## src/rtl/muvg_pkg.sv

```systemverilog
// shared types and constants for the monotonic uuidv7 generator
// no dependencies
package muvg_pkg;

  localparam int unsigned SeqW   = 12;
  localparam int unsigned MsW    = 48;
  localparam int unsigned WordW  = 64;
  localparam int unsigned FloorW = 60;
  localparam int unsigned TailW  = 62;

  localparam logic CMD_GENERATE = 1'b0;
  localparam logic CMD_RAISE    = 1'b1;

  localparam logic [3:0] VERSION_NIBBLE = 4'h7;
  localparam logic [1:0] VARIANT_BITS   = 2'b10;

  typedef enum logic [1:0] {
    ST_OK          = 2'd0,
    ST_RNG_FAIL    = 2'd1,
    ST_BAD_VERSION = 2'd2,
    ST_BAD_VARIANT = 2'd3
  } status_e;

  typedef enum logic [1:0] {
    KIND_GEN    = 2'd0,
    KIND_RAISE  = 2'd1,
    KIND_REJECT = 2'd2
  } kind_e;

  typedef struct packed {
    kind_e              kind;
    status_e            status;
    logic [FloorW-1:0]  operand;
    logic [TailW-1:0]   tail;
  } entry_t;

endpackage

```

## src/rtl/muvg_front.sv

```systemverilog
// front end: accepts input transactions and classifies them into queue entries
// depends on muvg_pkg
module muvg_front import muvg_pkg::*; (
  input  logic                command_i,
  input  logic [MsW-1:0]      now_ms_i,
  input  logic [WordW-1:0]    random_tail_i,
  input  logic                rng_ok_i,
  input  logic [WordW-1:0]    import_high_i,
  input  logic [WordW-1:0]    import_low_i,
  input  logic                in_valid_i,
  output logic                in_ready_o,
  input  logic                queue_full_i,
  output logic                push_o,
  output entry_t              entry_o
);

  assign in_ready_o = !queue_full_i;
  assign push_o     = in_valid_i && !queue_full_i;

  always_comb begin
    entry_o.kind    = KIND_REJECT;
    entry_o.status  = ST_OK;
    entry_o.operand = '0;
    entry_o.tail    = random_tail_i[TailW-1:0];
    if (command_i == CMD_GENERATE) begin
      entry_o.operand = {{(FloorW-MsW){1'b0}}, now_ms_i};
      if (rng_ok_i) begin
        entry_o.kind = KIND_GEN;
      end else begin
        entry_o.status = ST_RNG_FAIL;
      end
    end else if (import_high_i[15:12] != VERSION_NIBBLE) begin
      entry_o.status = ST_BAD_VERSION;
    end else if (import_low_i[63:62] != VARIANT_BITS) begin
      entry_o.status = ST_BAD_VARIANT;
    end else begin
      entry_o.kind    = KIND_RAISE;
      // floor word: ms above the version nibble, sequence below it
      entry_o.operand = {import_high_i[63:16], import_high_i[SeqW-1:0]};
    end
  end

endmodule

```

## src/rtl/muvg_queue.sv

```systemverilog
// short queue between the front end and the back end
// depends on muvg_pkg
module muvg_queue import muvg_pkg::*; #(
  parameter int unsigned Depth = 2
) (
  input  logic   clk_i,
  input  logic   rst_ni,
  input  logic   push_i,
  input  entry_t entry_i,
  output logic   full_o,
  input  logic   pop_i,
  output logic   valid_o,
  output entry_t entry_o
);

  localparam int unsigned PtrW = $clog2(Depth);
  localparam int unsigned CntW = $clog2(Depth + 1);

  entry_t            entries_q [Depth];
  logic [PtrW-1:0]   wr_ptr_q, wr_ptr_d;
  logic [PtrW-1:0]   rd_ptr_q, rd_ptr_d;
  logic [CntW-1:0]   count_q, count_d;

  assign full_o  = (count_q == CntW'(Depth));
  assign valid_o = (count_q != '0);
  assign entry_o = entries_q[rd_ptr_q];

  always_comb begin
    wr_ptr_d = wr_ptr_q;
    rd_ptr_d = rd_ptr_q;
    count_d  = count_q;
    if (push_i) begin
      wr_ptr_d = (wr_ptr_q == PtrW'(Depth - 1)) ? '0 : wr_ptr_q + PtrW'(1);
    end
    if (pop_i) begin
      rd_ptr_d = (rd_ptr_q == PtrW'(Depth - 1)) ? '0 : rd_ptr_q + PtrW'(1);
    end
    if (push_i && !pop_i) begin
      count_d = count_q + CntW'(1);
    end else if (!push_i && pop_i) begin
      count_d = count_q - CntW'(1);
    end
  end

  always_ff @(posedge clk_i or negedge rst_ni) begin
    if (!rst_ni) begin
      wr_ptr_q <= '0;
      rd_ptr_q <= '0;
      count_q  <= '0;
    end else begin
      wr_ptr_q <= wr_ptr_d;
      rd_ptr_q <= rd_ptr_d;
      count_q  <= count_d;
    end
  end

  always_ff @(posedge clk_i) begin
    if (push_i) begin
      entries_q[wr_ptr_q] <= entry_i;
    end
  end

endmodule

```

## src/rtl/muvg_back.sv

```systemverilog
// back end: reservation word update and registered identifier output
// depends on muvg_pkg
module muvg_back import muvg_pkg::*; (
  input  logic              clk_i,
  input  logic              rst_ni,
  input  logic              entry_valid_i,
  input  entry_t            entry_i,
  output logic              pop_o,
  output logic              out_valid_o,
  input  logic              out_ready_i,
  output logic [WordW-1:0]  uuid_high_o,
  output logic [WordW-1:0]  uuid_low_o,
  output logic [1:0]        status_o
);

  logic [WordW-1:0] last_q, last_d;
  logic             out_valid_q, out_valid_d;
  logic [WordW-1:0] uuid_high_q, uuid_high_d;
  logic [WordW-1:0] uuid_low_q, uuid_low_d;
  status_e          status_q;
  logic [WordW-1:0] next_word;
  logic [WordW-1:0] floor_word;
  logic             clock_ahead;

  assign pop_o = entry_valid_i && (!out_valid_q || out_ready_i);

  // wall clock ahead of logical ms restarts the sequence; otherwise the word counts up
  assign clock_ahead = {{(WordW-SeqW-MsW){1'b0}}, entry_i.operand[MsW-1:0]}
                       > last_q[WordW-1:SeqW];
  assign next_word   = clock_ahead
                       ? {{(WordW-SeqW-MsW){1'b0}}, entry_i.operand[MsW-1:0], {SeqW{1'b0}}}
                       : last_q + WordW'(1);
  assign floor_word  = {{(WordW-FloorW){1'b0}}, entry_i.operand};

  always_comb begin
    last_d      = last_q;
    uuid_high_d = '0;
    uuid_low_d  = '0;
    out_valid_d = out_valid_q && !out_ready_i;
    if (pop_o) begin
      out_valid_d = 1'b1;
      unique case (entry_i.kind)
        KIND_GEN: begin
          last_d      = next_word;
          uuid_high_d = {next_word[SeqW+MsW-1:SeqW], VERSION_NIBBLE, next_word[SeqW-1:0]};
          uuid_low_d  = {VARIANT_BITS, entry_i.tail};
        end
        KIND_RAISE: begin
          if (floor_word > last_q) begin
            last_d = floor_word;
          end
        end
        default: begin
        end
      endcase
    end
  end

  always_ff @(posedge clk_i or negedge rst_ni) begin
    if (!rst_ni) begin
      last_q      <= '0;
      out_valid_q <= 1'b0;
    end else begin
      last_q      <= last_d;
      out_valid_q <= out_valid_d;
    end
  end

  always_ff @(posedge clk_i) begin
    if (pop_o) begin
      uuid_high_q <= uuid_high_d;
      uuid_low_q  <= uuid_low_d;
      status_q    <= entry_i.status;
    end
  end

  assign out_valid_o = out_valid_q;
  assign uuid_high_o = uuid_high_q;
  assign uuid_low_o  = uuid_low_q;
  assign status_o    = status_q;

endmodule

```

## src/rtl/monotonic_uuidv7_generator_top.sv

```systemverilog
// an accepted transaction is written into the queue, then its result is registered in the back end output stage
// throughput: one transaction per cycle while the output is not stalled, set by the reservation word update
// the queue between front and back ends absorbs output stalls for QueueDepth entries
// reset: reservation word cleared to zero, queue and output register empty
// depends on muvg_pkg, muvg_front, muvg_queue, muvg_back
module monotonic_uuidv7_generator_top import muvg_pkg::*; #(
  parameter int unsigned QueueDepth = 2
) (
  input  logic              clk_i,
  input  logic              rst_ni,
  input  logic              in_valid_i,
  output logic              in_ready_o,
  input  logic              command_i,
  input  logic [MsW-1:0]    now_ms_i,
  input  logic [WordW-1:0]  random_tail_i,
  input  logic              rng_ok_i,
  input  logic [WordW-1:0]  import_high_i,
  input  logic [WordW-1:0]  import_low_i,
  output logic              out_valid_o,
  input  logic              out_ready_i,
  output logic [WordW-1:0]  uuid_high_o,
  output logic [WordW-1:0]  uuid_low_o,
  output logic [1:0]        status_o
);

  logic   push;
  logic   pop;
  logic   queue_full;
  logic   queue_valid;
  entry_t push_entry;
  entry_t head_entry;

  muvg_front u_front (
    .command_i     (command_i),
    .now_ms_i      (now_ms_i),
    .random_tail_i (random_tail_i),
    .rng_ok_i      (rng_ok_i),
    .import_high_i (import_high_i),
    .import_low_i  (import_low_i),
    .in_valid_i    (in_valid_i),
    .in_ready_o    (in_ready_o),
    .queue_full_i  (queue_full),
    .push_o        (push),
    .entry_o       (push_entry)
  );

  muvg_queue #(
    .Depth (QueueDepth)
  ) u_queue (
    .clk_i   (clk_i),
    .rst_ni  (rst_ni),
    .push_i  (push),
    .entry_i (push_entry),
    .full_o  (queue_full),
    .pop_i   (pop),
    .valid_o (queue_valid),
    .entry_o (head_entry)
  );

  muvg_back u_back (
    .clk_i         (clk_i),
    .rst_ni        (rst_ni),
    .entry_valid_i (queue_valid),
    .entry_i       (head_entry),
    .pop_o         (pop),
    .out_valid_o   (out_valid_o),
    .out_ready_i   (out_ready_i),
    .uuid_high_o   (uuid_high_o),
    .uuid_low_o    (uuid_low_o),
    .status_o      (status_o)
  );

endmodule

```

## config.mk

```make
export PLATFORM = sky130hd
export DESIGN_NAME = monotonic_uuidv7_generator_top
export DESIGN_NICKNAME = d
export VERILOG_FILES = /design/src/rtl/muvg_pkg.sv /design/src/rtl/muvg_front.sv /design/src/rtl/muvg_queue.sv /design/src/rtl/muvg_back.sv /design/src/rtl/monotonic_uuidv7_generator_top.sv
export SDC_FILE = /design/constraint.sdc
export NUM_CORES = 1
export LEC_CHECK = 0
export BUFFER_PORTS_ARGS = -buffer_cell sky130_fd_sc_hd__buf_2
export CAP_MARGIN = 20
export CORE_ASPECT_RATIO = 0.9
export CORE_UTILIZATION = 50
export DETAILED_ROUTE_END_ITERATION = 10
export GPL_ROUTABILITY_DRIVEN = 1
export PLACE_DENSITY_LB_ADDON = 0.3
export RECOVER_POWER = 50
export SETUP_SLACK_MARGIN = 0.02
export SYNTH_ARGS = -nofsm -noshare
export SYNTH_HDL_FRONTEND = slang
export SYNTH_SLANG_ARGS = --single-unit
```

## constraint.sdc

```tcl
create_clock -name clk_i -period 13.3 [get_ports clk_i]
set_input_delay 0.665 -clock clk_i [delete_from_list [all_inputs] [get_ports clk_i]]
set_output_delay 0.665 -clock clk_i [all_outputs]
set_load 0.01 [all_outputs]
```

==> results.md <==
* Outcome: complete, but fails checks
* Violated checks: DRC, capacitance limit, slew limit
* Critical path's slowest cell: dfrtp_1
* Num CTS Buffers at 46
* Final hold vios at 0
* Critical path buffer and inverter count at 2
* 1st-pass router iterations at 10
* Die width at 221 µm
* Critical-path maximum fanout at 66
* Internal at 3.53 mW
* Total track usage at 0.248
* Lkg Pwr at 9.65 nW
* Initial Utilization at 0.510
* Layout cells sized above 1 at 0.151
* Utilization after layout at 0.589
* Synthesis Warnings at 0
* Synth Register Bits at 446
* Row cnt at 71
* Met1 Track Usage GR at 0.354
* RSZ-0062 raised after global routing: no
* Setup crit end kind: flop
* DP HPWL at roughly 36 mm
* Sw Pwr at slightly above 2 mW
* Top post-synthesis cells by count: edfxtp_1 (377), nand2_1 (215), nor2_1 (145), ha_1 (110), mux2i_1 (110)
* Grt ovf at 0
* Post-synth EDFFs at roughly 380
* First-pass GRT wire length at 82.4 mm
* Clock transition at the registers of the reported paths at 0.07 ns
* Top_reg_cell synth: edfxtp_1
* Met2 global-route usage at 0.389
* Clk root buf: clkbuf_16
* Clk network pwr share at 0.232
* Wirelength per Cell at 21.1 µm
* Diode count at 0
* Power Density at 226 mW/mm²
* CP top delay family: flip-flops
* Boundary Pins at 378
* Vias per cell at 5.72
* Worst Path Arrival at about 8.7 ns
* Fin nets at 2353
* Largest net degree at the start of global routing at 86
* Comb pwr share at 0.360
* Final TNS setup at 0 ns
* Area delta synth->final at 15.4%
* Worst slew pin tran at 3.47 ns
* Avg Inst Size Synth at 12.6 µm²
* GP Congestion at 0.881
* Hold-fix buffers, CTS at 0
* WP data required at around 14 ns
* Post-synth top area cell: edfxtp_1
* Switching Fraction at 0.369
* Unique masters post-synth at 60
* Min Tclk post-route at 8.28 ns
* Main area contributors after synthesis: edfxtp_1 (53%), dfrtp_1 (8.0%), ha_1 (6.4%), mux2i_1 (5.1%), nand2_1 (3.8%)
* Max-slew violation count at 355
* Clk_lat worst skew at between 0.5 and 0.6 ns
* Setup Buffers After CTS at 0
* Core ar. at 0.0421 mm²
* Achievable Freq at 0.121 GHz
* Crit path cell chain: buf_4 -> mux2_2 -> ha_1 -> nand4_1 -> and4bb_1 -> nand4_1 -> and3_1 -> o21ai_1 -> and2_2 -> buf_4 -> mux2i_1 -> o221ai_1
* Seq pwr share at 0.407
* Max-cap violation count at 8
* Hold/Removal Path Class: in -> reg
* Yosys top cell area share at 0.527
* Cell Count, Final, Fillers Out at between 2000 and 3000
* Largest stage delay, worst path at approximately 2.5 ns
* Post-route DRC violation count at 14
* Placed cell count at between 2000 and 2500
* Max H-tree Level at 2
* Final Cycle Share at 0.623
* Gr busiest metal: met2
* CTS tree: yes
* Setup-failing EPs final at 0
* Hold slack final at roughly 0.28 ns
* R2r setup slk at 5.02 ns
* Worst slew margin at -1.31
* Worst-case vdd ir drop at ~0.00022 V
* Post-synthesis cell count at 1706
* Post-CTS sizing at 0
* Asr flop ratio synth at 0.155
* Fill cells at 3451
* Setup CP Type: reg -> reg
* Full die area at about 0.044 mm²
* Number of global-route vias before repair at between 10000 and 15000
* Mapped Area at ~0.021 mm²
* Total power at roughly 5.6 mW
* Clock sink count at 446
* DR iter-0 viols at 1125
* Crit start category: flop
* Final WL at 54.4 mm
* Die Y at between 150 and 200 µm
* DRT antenna net count at 0
* Via count at 14800
* PortBufs at between 300 and 400
* Initial antenna violation count at 0
* CTS Buffer Depth at 3
* Post-synthesis sequential area ratio at 0.607
* Met3 usage at 0.0379
* Final Skew at 0.0207 ns
* Most frequent cell after synthesis: edfxtp_1
==> layout by cell type, fill, tap and decap left out, drive strengths merged, types with 23 or more instances in the layout <==
cell and n:
a21oi 55, buf 165, clkbuf 220, dfrtp 69, edfxtp 377, ha 110, inv 74, mux2 64
mux2i 110, nand2 215, nand3 41, nand4 35, nor2 145, o21ai 23, o221ai 46, o2bb2ai 48
xnor2 56
==> through the flow <==
| step | instance area, µm² | worst slack, ns |
|---|---|---|
| 2_1_floorplan | 21500 | 6.70 |
| 4_1_cts | 25000 | 6.64 |
| 6_report | 24800 | 5.02 |
| 3_3_place_gp | 23500 | 6.71 |
| 5_1_grt | 24800 | 4.62 |
| 3_5_place_dp | 23500 | 6.65 |
==> cell type report <==
type,instances,area [µm²],area share
inverter,71,268,0.0108
multi-input combinational,1104,7820,0.315
clock buffer,57,1210,0.0489
timing repair buffer,328,1470,0.0594
clock inverter,28,308,0.0124
sequential,446,13000,0.526
tap,547,684,0.0276
==> power by group through the flow <==
| stage | sequential (mW) | clock [mW] | combinational, mW |
|---|---|---|---|
| after floorplan | 2.33 | 0 | 1.31 |
| after global placement | 2.27 | 0 | 1.99 |
| after detailed placement | 2.28 | 0 | 2.04 |
| after CTS | 2.26 | 1.33 | 2.05 |
| after global routing | 2.33 | 1.37 | 2.24 |
| final | 2.28 | 1.30 | 2.02 |
==> cell families (layout without fill, tap and decap cells) <==
family / after synthesis / after routing / synth area share
fa+ha+maj: 110 / 110 / 0.0640
buf+inv: 157 / 484 / 0.0311
compound gates: 226 / 226 / 0.0763
mux: 174 / 174 / 0.0848
simple gates: 534 / 534 / 0.113
xor+xnor: 58 / 58 / 0.0236
other cells: 1 / 2 / 0.000174
flops: 446 / 446 / 0.607
==> path summary, 6_finish.rpt <==
kind,startpoint,to,cells past startpoint
setup / recovery,u_queue.rd_ptr_q$_DFFE_PN0P_,u_back.last_q[17]$_DFFE_PN0P_,12
hold / removal,random_tail_i[31],u_queue.entries_q[1][31]$_DFFE_PP_,1
setup reg to reg,u_queue.rd_ptr_q$_DFFE_PN0P_,u_back.last_q[17]$_DFFE_PN0P_,12
hold reg to reg,u_back.last_q[53]$_DFFE_PN0P_,u_back.last_q[53]$_DFFE_PN0P_,2
max in group asynchronous,rst_ni,u_back.last_q[42]$_DFFE_PN0P_,2
min in group asynchronous,rst_ni,u_back.last_q[9]$_DFFE_PN0P_,1
==> routing by layer <==
| metal | vias to the layer above | share of wire |
|---|---|---|
| met5 | - | 0 |
| met4 | 0 | 0.026 |
| li1 | 6943 | - |
| met1 | 7203 | 0.45 |
| met2 | 534 | 0.47 |
| met3 | 89 | 0.061 |
==> flip-flops by register name (all words and copies together) (netlist names) <==
signal,count
u_queue.count_q,2
u_queue.wr_ptr_q,1
u_back.status_o,2
u_back.uuid_high_o,61
u_queue.entries_q,252
u_queue.rd_ptr_q,1
u_back.uuid_low_o,62
u_back.out_valid_o,1
u_back.last_q,64
Note: power is estimated with default switching activity, not from simulation.
